File: src/ckwdt_pkg.sv
package ckwdt_pkg;

    // Field widths fixed by the request and result formats.
    localparam int unsigned SOCK_W = 16;
    localparam int unsigned TICK_W = 32;
    localparam int unsigned CNT_W  = 32;
    localparam int unsigned CFG_W  = 32;

    // Default table size.
    localparam int unsigned SLOTS_DEFAULT = 4;

    // Stream packing.
    localparam int unsigned S_TDATA_W = 56;
    localparam int unsigned S_TUSER_W = 3;
    localparam int unsigned M_TDATA_W = 168;

    // Configuration register map, selected by address bit 2.
    localparam int unsigned APB_ADDR_W = 3;
    localparam logic REG_STALE_LIMIT = 1'b0;
    localparam logic REG_PING_PERIOD = 1'b1;

    localparam logic [CFG_W-1:0] STALE_LIMIT_RESET = 32'd15001;
    localparam logic [CFG_W-1:0] PING_PERIOD_RESET = 32'd5000;

    localparam logic [TICK_W-1:0] AGE_UNKNOWN = {TICK_W{1'b1}};

    typedef enum logic [2:0] {
        REQ_START     = 3'd0,
        REQ_STOP      = 3'd1,
        REQ_RX        = 3'd2,
        REQ_CHECK     = 3'd3,
        REQ_PING_LINE = 3'd4,
        REQ_PONG_LINE = 3'd5,
        REQ_STATS     = 3'd6
    } req_type_t;

    typedef enum logic [1:0] {
        ST_OK      = 2'd0,
        ST_INVALID = 2'd1,
        ST_FULL    = 2'd2,
        ST_STALE   = 2'd3
    } status_t;

    typedef struct packed {
        req_type_t          req_type;
        logic [SOCK_W-1:0]  sock_id;
        logic               role_client;
        logic [TICK_W-1:0]  now_tick;
        logic               send_ok;
    } request_t;

    typedef struct packed {
        status_t            status;
        logic               send_ping;
        logic               send_pong;
        logic [CNT_W-1:0]   pings_sent;
        logic [CNT_W-1:0]   pongs_sent;
        logic [CNT_W-1:0]   pongs_received;
        logic [CNT_W-1:0]   timeouts_seen;
        logic [TICK_W-1:0]  rx_age_ticks;
    } result_t;

endpackage

File: src/ckwdt_table.sv
module ckwdt_table
    import ckwdt_pkg::*;
#(
    parameter int unsigned SLOTS = SLOTS_DEFAULT
)
(
    input  logic              clk,
    input  logic              rst_n,
    input  logic              en,
    input  request_t          req,
    input  logic [CFG_W-1:0]  stale_limit,
    input  logic [CFG_W-1:0]  ping_period,
    output result_t           res
);

    // Slot valid bits and running totals are control state; the slot
    // payload is only ever read behind a valid bit and needs no reset.
    logic [SLOTS-1:0]  valid_reg;
    logic [SOCK_W-1:0] socket_reg    [SLOTS];
    logic              client_reg    [SLOTS];
    logic [TICK_W-1:0] last_rx_reg   [SLOTS];
    logic [TICK_W-1:0] last_ping_reg [SLOTS];
    logic [CNT_W-1:0]  ping_cnt_reg  [SLOTS];
    logic [CNT_W-1:0]  pong_tx_reg   [SLOTS];
    logic [CNT_W-1:0]  pong_rx_reg   [SLOTS];
    logic [CNT_W-1:0]  timeout_reg   [SLOTS];

    // Sums over valid slots, kept up to date as counters move.
    logic [CNT_W-1:0] tot_ping_reg, tot_ping_next;
    logic [CNT_W-1:0] tot_pong_tx_reg, tot_pong_tx_next;
    logic [CNT_W-1:0] tot_pong_rx_reg, tot_pong_rx_next;
    logic [CNT_W-1:0] tot_timeout_reg, tot_timeout_next;

    logic [SLOTS-1:0]  hit_oh;
    logic [SLOTS-1:0]  free_oh;
    logic              hit_any;
    logic              free_any;
    logic              sock_zero;
    logic              rd_client;
    logic [TICK_W-1:0] rd_last_rx;
    logic [TICK_W-1:0] rd_last_ping;
    logic [CNT_W-1:0]  rd_ping;
    logic [CNT_W-1:0]  rd_pong_tx;
    logic [CNT_W-1:0]  rd_pong_rx;
    logic [CNT_W-1:0]  rd_timeout;
    logic [TICK_W-1:0] rx_age;
    logic [TICK_W-1:0] ping_age;
    logic              stale;
    logic              ping_due;

    // Per-request update strobes.
    logic do_start, do_stop, do_rx, do_ping, do_timeout, do_pong_tx, do_pong_rx;

    assign sock_zero = (req.sock_id == '0);

    always_comb
    begin
        for (int i = 0; i < SLOTS; i++)
        begin
            hit_oh[i] = valid_reg[i] && (socket_reg[i] == req.sock_id) && !sock_zero;
        end
    end

    // Lowest free slot, as a one-hot vector.
    always_comb
    begin
        logic found;
        found = 1'b0;
        for (int i = 0; i < SLOTS; i++)
        begin
            free_oh[i] = !valid_reg[i] && !found;
            found      = found || !valid_reg[i];
        end
    end

    assign hit_any  = |hit_oh;
    assign free_any = |free_oh;

    // The matching slot is read through an AND-OR selector on the hit vector.
    always_comb
    begin
        rd_client    = 1'b0;
        rd_last_rx   = '0;
        rd_last_ping = '0;
        rd_ping      = '0;
        rd_pong_tx   = '0;
        rd_pong_rx   = '0;
        rd_timeout   = '0;
        for (int i = 0; i < SLOTS; i++)
        begin
            if (hit_oh[i])
            begin
                rd_client    = rd_client    | client_reg[i];
                rd_last_rx   = rd_last_rx   | last_rx_reg[i];
                rd_last_ping = rd_last_ping | last_ping_reg[i];
                rd_ping      = rd_ping      | ping_cnt_reg[i];
                rd_pong_tx   = rd_pong_tx   | pong_tx_reg[i];
                rd_pong_rx   = rd_pong_rx   | pong_rx_reg[i];
                rd_timeout   = rd_timeout   | timeout_reg[i];
            end
        end
    end

    assign rx_age   = req.now_tick - rd_last_rx;
    assign ping_age = req.now_tick - rd_last_ping;
    assign stale    = (rx_age >= stale_limit);
    assign ping_due = rd_client && (ping_age >= ping_period) && req.send_ok;

    always_comb
    begin
        res        = '0;
        res.status = ST_OK;
        do_start   = 1'b0;
        do_stop    = 1'b0;
        do_rx      = 1'b0;
        do_ping    = 1'b0;
        do_timeout = 1'b0;
        do_pong_tx = 1'b0;
        do_pong_rx = 1'b0;
        case (req.req_type)
            REQ_START:
            begin
                if (sock_zero)
                begin
                    res.status = ST_INVALID;
                end
                else if (!hit_any)
                begin
                    if (free_any)
                    begin
                        do_start = 1'b1;
                    end
                    else
                    begin
                        res.status = ST_FULL;
                    end
                end
            end
            REQ_STOP:
            begin
                if (sock_zero)
                begin
                    res.status = ST_INVALID;
                end
                do_stop = hit_any;
            end
            REQ_RX:
            begin
                if (sock_zero)
                begin
                    res.status = ST_INVALID;
                end
                do_rx = hit_any;
            end
            REQ_CHECK:
            begin
                if (sock_zero)
                begin
                    res.status = ST_INVALID;
                end
                else if (hit_any)
                begin
                    if (stale)
                    begin
                        do_timeout = 1'b1;
                        res.status = ST_STALE;
                    end
                    else if (ping_due)
                    begin
                        do_ping       = 1'b1;
                        res.send_ping = 1'b1;
                    end
                end
            end
            REQ_PING_LINE:
            begin
                if (sock_zero)
                begin
                    res.status = ST_INVALID;
                end
                else
                begin
                    res.send_pong = 1'b1;
                    do_pong_tx    = hit_any;
                end
            end
            REQ_PONG_LINE:
            begin
                if (sock_zero)
                begin
                    res.status = ST_INVALID;
                end
                do_pong_rx = hit_any;
            end
            REQ_STATS:
            begin
                res.rx_age_ticks = AGE_UNKNOWN;
                if (sock_zero)
                begin
                    res.pings_sent     = tot_ping_reg;
                    res.pongs_sent     = tot_pong_tx_reg;
                    res.pongs_received = tot_pong_rx_reg;
                    res.timeouts_seen  = tot_timeout_reg;
                end
                else if (hit_any)
                begin
                    res.pings_sent     = rd_ping;
                    res.pongs_sent     = rd_pong_tx;
                    res.pongs_received = rd_pong_rx;
                    res.timeouts_seen  = rd_timeout;
                    res.rx_age_ticks   = rx_age;
                end
            end
            default:
            begin
                // Request code seven is ignored.
            end
        endcase
    end

    // A stopped slot takes its counters out of the totals; a started slot
    // joins with cleared counters and so adds nothing.
    always_comb
    begin
        tot_ping_next    = tot_ping_reg;
        tot_pong_tx_next = tot_pong_tx_reg;
        tot_pong_rx_next = tot_pong_rx_reg;
        tot_timeout_next = tot_timeout_reg;
        if (do_stop)
        begin
            tot_ping_next    = tot_ping_reg - rd_ping;
            tot_pong_tx_next = tot_pong_tx_reg - rd_pong_tx;
            tot_pong_rx_next = tot_pong_rx_reg - rd_pong_rx;
            tot_timeout_next = tot_timeout_reg - rd_timeout;
        end
        if (do_ping)
        begin
            tot_ping_next = tot_ping_reg + CNT_W'(1);
        end
        if (do_pong_tx)
        begin
            tot_pong_tx_next = tot_pong_tx_reg + CNT_W'(1);
        end
        if (do_pong_rx)
        begin
            tot_pong_rx_next = tot_pong_rx_reg + CNT_W'(1);
        end
        if (do_timeout)
        begin
            tot_timeout_next = tot_timeout_reg + CNT_W'(1);
        end
    end

    always_ff @(posedge clk or negedge rst_n)
    begin
        if (!rst_n)
        begin
            valid_reg       <= '0;
            tot_ping_reg    <= '0;
            tot_pong_tx_reg <= '0;
            tot_pong_rx_reg <= '0;
            tot_timeout_reg <= '0;
        end
        else if (en)
        begin
            for (int i = 0; i < SLOTS; i++)
            begin
                if (do_start && free_oh[i])
                begin
                    valid_reg[i] <= 1'b1;
                end
                else if (do_stop && hit_oh[i])
                begin
                    valid_reg[i] <= 1'b0;
                end
            end
            tot_ping_reg    <= tot_ping_next;
            tot_pong_tx_reg <= tot_pong_tx_next;
            tot_pong_rx_reg <= tot_pong_rx_next;
            tot_timeout_reg <= tot_timeout_next;
        end
    end

    always_ff @(posedge clk)
    begin
        if (en)
        begin
            for (int i = 0; i < SLOTS; i++)
            begin
                if (do_start && free_oh[i])
                begin
                    socket_reg[i]    <= req.sock_id;
                    client_reg[i]    <= req.role_client;
                    last_rx_reg[i]   <= req.now_tick;
                    last_ping_reg[i] <= req.now_tick;
                    ping_cnt_reg[i]  <= '0;
                    pong_tx_reg[i]   <= '0;
                    pong_rx_reg[i]   <= '0;
                    timeout_reg[i]   <= '0;
                end
                if (hit_oh[i])
                begin
                    if (do_rx || do_pong_tx || do_pong_rx)
                    begin
                        last_rx_reg[i] <= req.now_tick;
                    end
                    if (do_ping)
                    begin
                        last_ping_reg[i] <= req.now_tick;
                        ping_cnt_reg[i]  <= ping_cnt_reg[i] + CNT_W'(1);
                    end
                    if (do_pong_tx)
                    begin
                        pong_tx_reg[i] <= pong_tx_reg[i] + CNT_W'(1);
                    end
                    if (do_pong_rx)
                    begin
                        pong_rx_reg[i] <= pong_rx_reg[i] + CNT_W'(1);
                    end
                    if (do_timeout)
                    begin
                        timeout_reg[i] <= timeout_reg[i] + CNT_W'(1);
                    end
                end
            end
        end
    end

`ifndef SYNTHESIS
    ap_hit_unique: assert property (@(posedge clk) disable iff (!rst_n)
        $onehot0(hit_oh))
        else $error("Socket matches more than one tracked slot.");

    ap_start_lands: assert property (@(posedge clk) disable iff (!rst_n)
        en && do_start |=> $countones(valid_reg) == $countones($past(valid_reg)) + 1)
        else $error("Start did not claim exactly one free slot.");

    ap_stop_clears: assert property (@(posedge clk) disable iff (!rst_n)
        en && do_stop |=> (valid_reg & $past(hit_oh)) == '0)
        else $error("Stop left the slot tracked.");
`endif

endmodule

File: src/connection_keepalive_watchdog_table.sv
// Path: a transferred request is held in the input register, and its result is loaded
// into the result register once that register is empty or being taken, then offered.
// Throughput: one request per cycle while m_tready is high; the slot lookup, check
// and update of the slot table are done combinationally between the input and
// result registers. A held result stalls the request register and drops s_tready.
// Reset: all slots become free, the running totals clear, stale_limit_ticks
// returns to 15001 and ping_period_ticks to 5000. No clearing pass is needed.
module connection_keepalive_watchdog_table
    import ckwdt_pkg::*;
#(
    parameter int unsigned SLOTS = SLOTS_DEFAULT
)
(
    input  logic                  clk,
    input  logic                  rst_n,

    // Request stream.
    input  logic                  s_tvalid,
    output logic                  s_tready,
    // s_tdata, lowest bit up: sock_id[15:0], role_client, now_tick[31:0], send_ok,
    // then six zero bits.
    input  logic [S_TDATA_W-1:0]  s_tdata,
    // s_tuser: req_type[2:0].
    input  logic [S_TUSER_W-1:0]  s_tuser,

    // Result stream.
    output logic                  m_tvalid,
    input  logic                  m_tready,
    // m_tdata, lowest bit up: status[1:0], send_ping, send_pong, pings_sent[31:0],
    // pongs_sent[31:0], pongs_received[31:0], timeouts_seen[31:0],
    // rx_age_ticks[31:0], then four zero bits.
    output logic [M_TDATA_W-1:0]  m_tdata,

    // Configuration port.
    input  logic                  psel,
    input  logic                  penable,
    input  logic                  pwrite,
    input  logic [APB_ADDR_W-1:0] paddr,
    input  logic [CFG_W-1:0]      pwdata,
    output logic [CFG_W-1:0]      prdata,
    output logic                  pready
);

    // Configuration registers. The user must write them only while the block is idle,
    // which the block itself does not enforce; the table uses them directly.
    logic [CFG_W-1:0] stale_limit_reg;
    logic [CFG_W-1:0] ping_period_reg;
    logic             cfg_write;

    // Input register holding the request under work, and the result register
    // that parts the master side from the table.
    logic     in_valid_reg;
    request_t in_req_reg;
    logic     out_valid_reg;
    result_t  out_res_reg;

    request_t s_req;
    result_t  table_res;
    logic     advance;

    assign pready    = 1'b1;
    assign cfg_write = psel && penable && pwrite && pready;

    always_comb
    begin
        unique case (paddr[2])
            REG_STALE_LIMIT: prdata = stale_limit_reg;
            REG_PING_PERIOD: prdata = ping_period_reg;
        endcase
    end

    always_ff @(posedge clk or negedge rst_n)
    begin
        if (!rst_n)
        begin
            stale_limit_reg <= STALE_LIMIT_RESET;
            ping_period_reg <= PING_PERIOD_RESET;
        end
        else if (cfg_write)
        begin
            unique case (paddr[2])
                REG_STALE_LIMIT: stale_limit_reg <= pwdata;
                REG_PING_PERIOD: ping_period_reg <= pwdata;
            endcase
        end
    end

    // Unpack the slave-side transfer.
    assign s_req.req_type    = req_type_t'(s_tuser);
    assign s_req.sock_id     = s_tdata[15:0];
    assign s_req.role_client = s_tdata[16];
    assign s_req.now_tick    = s_tdata[48:17];
    assign s_req.send_ok     = s_tdata[49];

    // The held request moves into the result register whenever that register
    // is empty or its result is being taken in the same cycle. The table
    // commits its update on the same edge, so the next request sees it.
    assign advance  = in_valid_reg && (!out_valid_reg || m_tready);
    assign s_tready = !in_valid_reg || advance;

    always_ff @(posedge clk or negedge rst_n)
    begin
        if (!rst_n)
        begin
            in_valid_reg  <= 1'b0;
            out_valid_reg <= 1'b0;
        end
        else
        begin
            if (s_tready)
            begin
                in_valid_reg <= s_tvalid;
            end
            if (advance)
            begin
                out_valid_reg <= 1'b1;
            end
            else if (m_tready)
            begin
                out_valid_reg <= 1'b0;
            end
        end
    end

    always_ff @(posedge clk)
    begin
        if (s_tready && s_tvalid)
        begin
            in_req_reg <= s_req;
        end
        if (advance)
        begin
            out_res_reg <= table_res;
        end
    end

    ckwdt_table #(
        .SLOTS (SLOTS)
    ) u_table (
        .clk         (clk),
        .rst_n       (rst_n),
        .en          (advance),
        .req         (in_req_reg),
        .stale_limit (stale_limit_reg),
        .ping_period (ping_period_reg),
        .res         (table_res)
    );

    assign m_tvalid = out_valid_reg;
    assign m_tdata  = {4'b0000,
                       out_res_reg.rx_age_ticks,
                       out_res_reg.timeouts_seen,
                       out_res_reg.pongs_received,
                       out_res_reg.pongs_sent,
                       out_res_reg.pings_sent,
                       out_res_reg.send_pong,
                       out_res_reg.send_ping,
                       out_res_reg.status};

`ifndef SYNTHESIS
    ap_ping_pong_excl: assert property (@(posedge clk) disable iff (!rst_n)
        out_valid_reg |-> !(out_res_reg.send_ping && out_res_reg.send_pong))
        else $error("A result asks for both a ping and a pong.");

    ap_ping_status_ok: assert property (@(posedge clk) disable iff (!rst_n)
        out_valid_reg && out_res_reg.send_ping |-> out_res_reg.status == ST_OK)
        else $error("A ping was sent with a non-ok status.");

    ap_held_request: assert property (@(posedge clk) disable iff (!rst_n)
        in_valid_reg && !advance |=> in_valid_reg && $stable(in_req_reg))
        else $error("A held request was lost or altered while stalled.");
`endif

endmodule

File: config.mk
export PLATFORM = sky130hd
export DESIGN_NAME = connection_keepalive_watchdog_table
export DESIGN_NICKNAME = d
export VERILOG_FILES = /design/src/ckwdt_pkg.sv /design/src/ckwdt_table.sv /design/src/connection_keepalive_watchdog_table.sv
export SDC_FILE = /design/constraint.sdc
export NUM_CORES = 2
export LEC_CHECK = 0
export ABC_AREA = 1
export BUFFER_PORTS_ARGS = -buffer_cell sky130_fd_sc_hd__clkbuf_2
export CAP_MARGIN = 20
export CORE_UTILIZATION = 42
export CTS_CLUSTER_SIZE = 20
export DETAILED_ROUTE_END_ITERATION = 10
export HOLD_SLACK_MARGIN = 0.08
export MAX_ROUTING_LAYER = met4
export PLACE_DENSITY = 0.6
export SLEW_MARGIN = 20
export SYNTH_ARGS = -nofsm -noshare
export SYNTH_HDL_FRONTEND = slang
export SYNTH_HIERARCHICAL = 1
export SYNTH_SLANG_ARGS = --single-unit
File: constraint.sdc
create_clock -name clk -period 14.35 [get_ports clk]
set_clock_uncertainty 0.15 [all_clocks]
set_input_delay 2.1525 -clock clk [delete_from_list [all_inputs] [get_ports clk]]
set_output_delay 2.1525 -clock clk [all_outputs]
set_load 0.02 [all_outputs]
# Word-level counts from Yosys, hierarchy flattened
# Memories as Yosys holds them, arrays and structs flattened.
# Index checks and enable logic that the tools add are counted.
# classes
n_addsub	26
magnitude_cmp	2
n_eq_ne	10
muxes	196
bitwise_logic	48
n_reduce_logical	71
# ops
cell	n
2-to-1 mux 32 bit	57
adder 32 x 1 -> 32 bit, second input constant	20
OR 32 bit	18
subtractor 32 bit	6
2-to-1 mux 160 bit	1
2-to-1 mux 128 bit	1
2-to-1 mux 1 bit	120
== test 16 bit	4
greater-or-equal comparator 32 bit	2
one-hot mux 32 bit (2 select lines)	1
2-to-1 mux 16 bit	3
OR reduction 16 bit	3
OR 1 bit	27
logical AND 1 bit	25
2-to-1 mux 2 bit	11
AND reduction 2 bit	10
nonzero test 2 bit	9
zero test 16 bit	1
OR reduction 4 bit	3
== test 3 bit, second input constant	3
zero test 1 bit	9
== test 3 x 2 -> 1 bit, second input constant	2
logical OR 1 bit	6
one-hot mux 2 bit (3 select lines)	1
other kinds (6)	10
# word_totals
ff_bits	415
ram_bits	836
out_inout_bits	203
elab_cells	386
n_memories	8
# memory_table
memory	words	word_bits	rd	rd_ports_with_merged_regs	wr	line_no	text
u_table.last_ping_reg	4	32	4	0	4	ckwdt_table.sv:22	logic [TICK_W-1:0] last_ping_reg [SLOTS];
u_table.last_rx_reg	4	32	4	0	4	ckwdt_table.sv:21	logic [TICK_W-1:0] last_rx_reg [SLOTS];
u_table.ping_cnt_reg	4	32	4	0	4	ckwdt_table.sv:23	logic [CNT_W-1:0] ping_cnt_reg [SLOTS];
u_table.pong_rx_reg	4	32	4	0	4	ckwdt_table.sv:25	logic [CNT_W-1:0] pong_rx_reg [SLOTS];
u_table.pong_tx_reg	4	32	4	0	4	ckwdt_table.sv:24	logic [CNT_W-1:0] pong_tx_reg [SLOTS];
u_table.timeout_reg	4	32	4	0	4	ckwdt_table.sv:26	logic [CNT_W-1:0] timeout_reg [SLOTS];
+2 memories	--	--	--	--	--	--	

# Depth between registers and ports, before layout
# An unclocked memory read counts as a cell.
# logic_depth
ltp_word	25
depth_mapped	59
mapped_depth_nobuf	53

# Cells and area by module
# Netlist, hierarchy kept.
# by_module_without_submodules
module	n_inst	cells_each	area_each_um2
ckwdt_table	1	8303	66613.9
connection_keepalive_watchdog_table	1	619	9670.5

# Worst setup path before layout
# No wires, ideal clock.
# synth_timing
path_kind	input to register
start	input port m_tready
end	memory u_table.last_ping_reg[1][0] (enable)
arrival_time_ns	14.059
setup_slack_ns	-0.283
path_stages	9
path_cell_list	inv_1 -> a21oi_1 -> clkbuf_1 -> clkinv_1 -> nor2_1 -> inv_1 -> nor3_1 -> inv_1 -> nand2_1
# synth_lines
element	line_no	text
start: declaration	connection_keepalive_watchdog_table.sv:28	input logic m_tready,
end: declaration	ckwdt_table.sv:22	

# Final worst setup path
# layout_timing
start	register in_req_reg[49] (netlist name)
end	register u_table.tot_ping_reg[24]
# layout_via
elab_chain_cells	21
word_cells_on_any_way	60
cone_classes	3 x add/sub; 2 x order compare; 4 x eq/ne; 24 x mux; 12 x bitwise; 15 x reduce/logical
# layout_rtl
element	line_no	text
start: declaration	connection_keepalive_watchdog_table.sv:53	request_t in_req_reg;
start signal: assignment	connection_keepalive_watchdog_table.sv:129	in_req_reg <= s_req;
== test 16 bit / zero test 16 bit (equally long branches)	ckwdt_table.sv:60, ckwdt_table.sv:54	
logical AND 1 bit / zero test 1 bit (equally long branches)	ckwdt_table.sv:60	hit_oh[i] = valid_reg[i] && (socket_reg[i] == req.sock_id) && !sock_zero;
logical AND 1 bit	ckwdt_table.sv:60	
2-to-1 mux 32 bit	ckwdt_table.sv:91	if (hit_oh[i])
OR 32 bit	ckwdt_table.sv:95	rd_last_ping = rd_last_ping | last_ping_reg[i];
2-to-1 mux 32 bit	ckwdt_table.sv:91	
OR 32 bit	ckwdt_table.sv:95	
2-to-1 mux 32 bit	ckwdt_table.sv:91	
(+4 left out)	--	
logical AND 1 bit (2 in a row)	ckwdt_table.sv:107	assign ping_due = rd_client && (ping_age >= ping_period) && req.send_ok;
2-to-1 mux 1 bit	ckwdt_table.sv:168	else if (ping_due)
2-to-1 mux 1 bit	ckwdt_table.sv:163	if (stale)
2-to-1 mux 1 bit	ckwdt_table.sv:161	else if (hit_any)
2-to-1 mux 1 bit	ckwdt_table.sv:157	if (sock_zero)
2-to-1 mux 1 bit	ckwdt_table.sv:120	case (req.req_type)
nonzero test 2 bit (no line)	--	
AND reduction 2 bit (no line)	--	
end signal: assignment	ckwdt_table.sv:277	tot_ping_reg <= tot_ping_next;
end: declaration	ckwdt_table.sv:29	logic [CNT_W-1:0] tot_ping_reg, tot_ping_next;
# Parallel ways exist; a longest one is shown, timed or not. The select of a mux whose other input is x is not followed.
# A chain may end at the register's enable or synchronous reset.

==> out/qor.txt <==
CTS resizes: 0
final number of max-transition violations: 0
cell mode on critical path: nand2_1
Min-Delay Path Class: reg2reg
DIE HEIGHT: 428 um
drt initial violations: 6780
Area after DPL: 80300 um2
Post-CTS Setup Inserts: 0
status: completed
top post-synthesis cells by count: nand2_1, edfxtp_1, inv_1, nor2_1, a21oi_1
Starting Density: 42.3%
unrepaired setup endpoints after global routing: no
area of the die: 183000 um2
fraction of layout cells with a size suffix above 1: 9.65%
worst r2r dst: u_table/tot_ping_reg[24]$_DFFE_PN0P_
Yosys cell types: 71
gpl congestion: 0.939
Mean Syn Cell Area: 8.55 um2
htree depth: 4
Ports: 304
Diodes inserted: 0
count leader, synth: nand2_1
largest buffer count on any clock path: 3
slowest stage delay, CP: 0.76 ns
Worst Max-Slew Pin Slew: 1.06 ns
final core occ: 47.2%
area leader, netlist: edfxtp_1
critical path arrival: 12.84 ns
total grt overflow: 0
Routed WL per cell: 21.2 um
Synth top area share: 41.5%
Worst setup EP type: flip-flop
top cells by area, synth: edfxtp_1, nand2_1, dfrtp_1, inv_1, nor2_1
clk root buf: clkbuf_16
Clk Latency, worst-skew pair: 0.83 ns
fin nets: 9563
clk slew on worst S/H paths: 0.06 ns
count of hold-fix buffers inserted at cts: 0
Vias/cell: 5.64
vias: 65870
worst r2r src: in_req_reg[49]$_DFFE_PP_
Syn. warnings: 6
Achievable Freq: 81.4 MHz
largest net degree at the start of global routing: 67
initial antenna violation count: 3
static leakage: 37.3 nW
Crit path required time: 14.90 ns
CTS buffer count: 147
Syn Inst Count: 8922
Netlist Area Pre-Place: 76300 um2
DRT antenna net count: 0
Reg2Reg Setup Slack: 2.06 ns
Core ar.: 181000 um2
Core Rows: 156
HP Start: ping_period_reg[7]$_DFFE_PN1P_
CTS tree: done
First-pass DRT Iterations: 9
# Max-Cap Violations: 0
total track usage: 27.1%
element type at the critical path start: flip-flop
Layout Area Growth over Synthesis: 11.7%
DP HPWL: 174 mm
ys flop type: edfxtp_1
Power Dens Cells: 102 nW/um2
die width: 428 um
CP max stage cell: inv_4
Post-synth EDFFs: 1053
first-pass GRT wire length: 373 mm
Hold Vio Cnt, Final: 0
CTS Sinks: 1251
Critical Setup Path Class: reg2reg
Final TNS setup: 0 ns
CP Max Fanout: 49
final cycle utilization of the critical path: 85.6%
clock period minus worst slack: 12.29 ns
Final setup viols: 0
Worst Hold Path Cells: 2
Hold EP: ping_period_reg[7]$_DFFE_PN1P_
asr flop ratio synth: 15.8%
PortBufs: 290
drt total wl: 247 mm
vias in the first global route: 62145
max FFs per register: 164
Peak supply drop: 104 uV
Finished Cell Area: 85200 um2
synthesized flop and latch total: 1251
WHS: 0.321 ns
Post-route DRC: 0
Slew HR: 28.9%
register area share after synthesis: 48.0%
reg2reg path depth: 49
critical path, delay by kind of cell (launching register included):
family	cells	cell delay, ns
AOI/OAI and AO/OA	20	5.15
and+or+nand+nor	16	2.37
adders and majority gates	3	0.80
DFF	1	0.72
buffers and inverters	8	2.56
xor gates and xnor gates	2	0.37
how the worst max path moves through the flow:
| stage | startpoint | endpoint | depth (start not counted) |
|---|---|---|---|
| after global routing | in_req_reg[49]$_DFFE_PP_ | u_table/tot_ping_reg[22]$_DFFE_PN0P_ | 48 |
| after global placement | in_req_reg[49]$_DFFE_PP_ | u_table/tot_ping_reg[24]$_DFFE_PN0P_ | 48 |
| after CTS | in_req_reg[49]$_DFFE_PP_ | u_table/tot_ping_reg[24]$_DFFE_PN0P_ | 49 |
| final | in_req_reg[49]$_DFFE_PP_ | u_table/tot_ping_reg[24]$_DFFE_PN0P_ | 49 |
| after floorplan | m_tready | u_table/last_ping_reg[1][0]$_DFFE_PP_ | 9 |
| after detailed placement | in_req_reg[49]$_DFFE_PP_ | u_table/tot_ping_reg[24]$_DFFE_PN0P_ | 49 |
area by class of cell:
| cell class | count | area [um2] |
|---|---|---|
| fill | 17252 | 95300 |
| sequential | 1251 | 36600 |
| multi-input combinational | 6325 | 34500 |
| inverter | 1071 | 4040 |
| clock buffer | 185 | 3950 |
| tap | 2370 | 2970 |
| timing repair buffer | 389 | 2230 |
| clock inverter | 85 | 972 |
per-layer routing:
layer | vias up | track usage, % | share of wire, %
met2 | 2565 | 42.8 | 46
li1 | 31282 | - | -
met1 | 31633 | 36.1 | 43
met5 | - | - | 0
met3 | 390 | 3.32 | 7.1
met4 | 0 | 8.93 | 3.1
per-stage QoR:
| stage | instances | total power [mW] | setup WS [ns] |
|---|---|---|---|
| 2_1_floorplan | 8925 | 4.65 | 3.03 |
| 3_3_place_gp | 11405 | 4.91 | 2.31 |
| 3_5_place_dp | 11405 | 4.93 | 2.21 |
| 4_1_cts | 11675 | 8.78 | 2.18 |
| 5_1_grt | 11676 | 8.98 | 1.20 |
| 6_report | 11676 | 8.68 | 2.06 |
layout by cell type, fill, tap and decap left out, types with 51 or more instances in the layout:
cell,instances
nand3_1,346
buf_4,97
nand2_1,1863
a221oi_1,90
edfxtp_1,1053
a22o_1,59
nor3_1,180
xnor2_1,122
nand4_1,305
clkbuf_16,148
ha_1,271
nor3b_1,80
o22ai_1,53
clkbuf_2,289
nor2_2,51
xor2_1,169
o21ai_0,361
mux2i_1,56
a21oi_1,743
inv_1,1016
dfrtp_1,185
a31oi_1,60
nor2_1,1012
power by group:
group	internal (mW)	switching [mW]	total (mW)
sequential	4.06	0.103	4.17
combinational	0.207	0.482	0.689
clock	2.18	1.65	3.83
cell families after synthesis:
group	Yosys count	share of synthesized area (%)
flip-flops	1251	48.0
multiplexers	56	0.735
AO/OA/AOI/OAI	1633	12.6
other	2	0.00984
adder cells (fa/ha/maj)	277	4.60
XOR/XNOR	291	3.34
buffers and inverters	1349	7.08
AND/OR/NAND/NOR	4063	23.7
No activity file was read; power rests on OpenSTA's default activity.
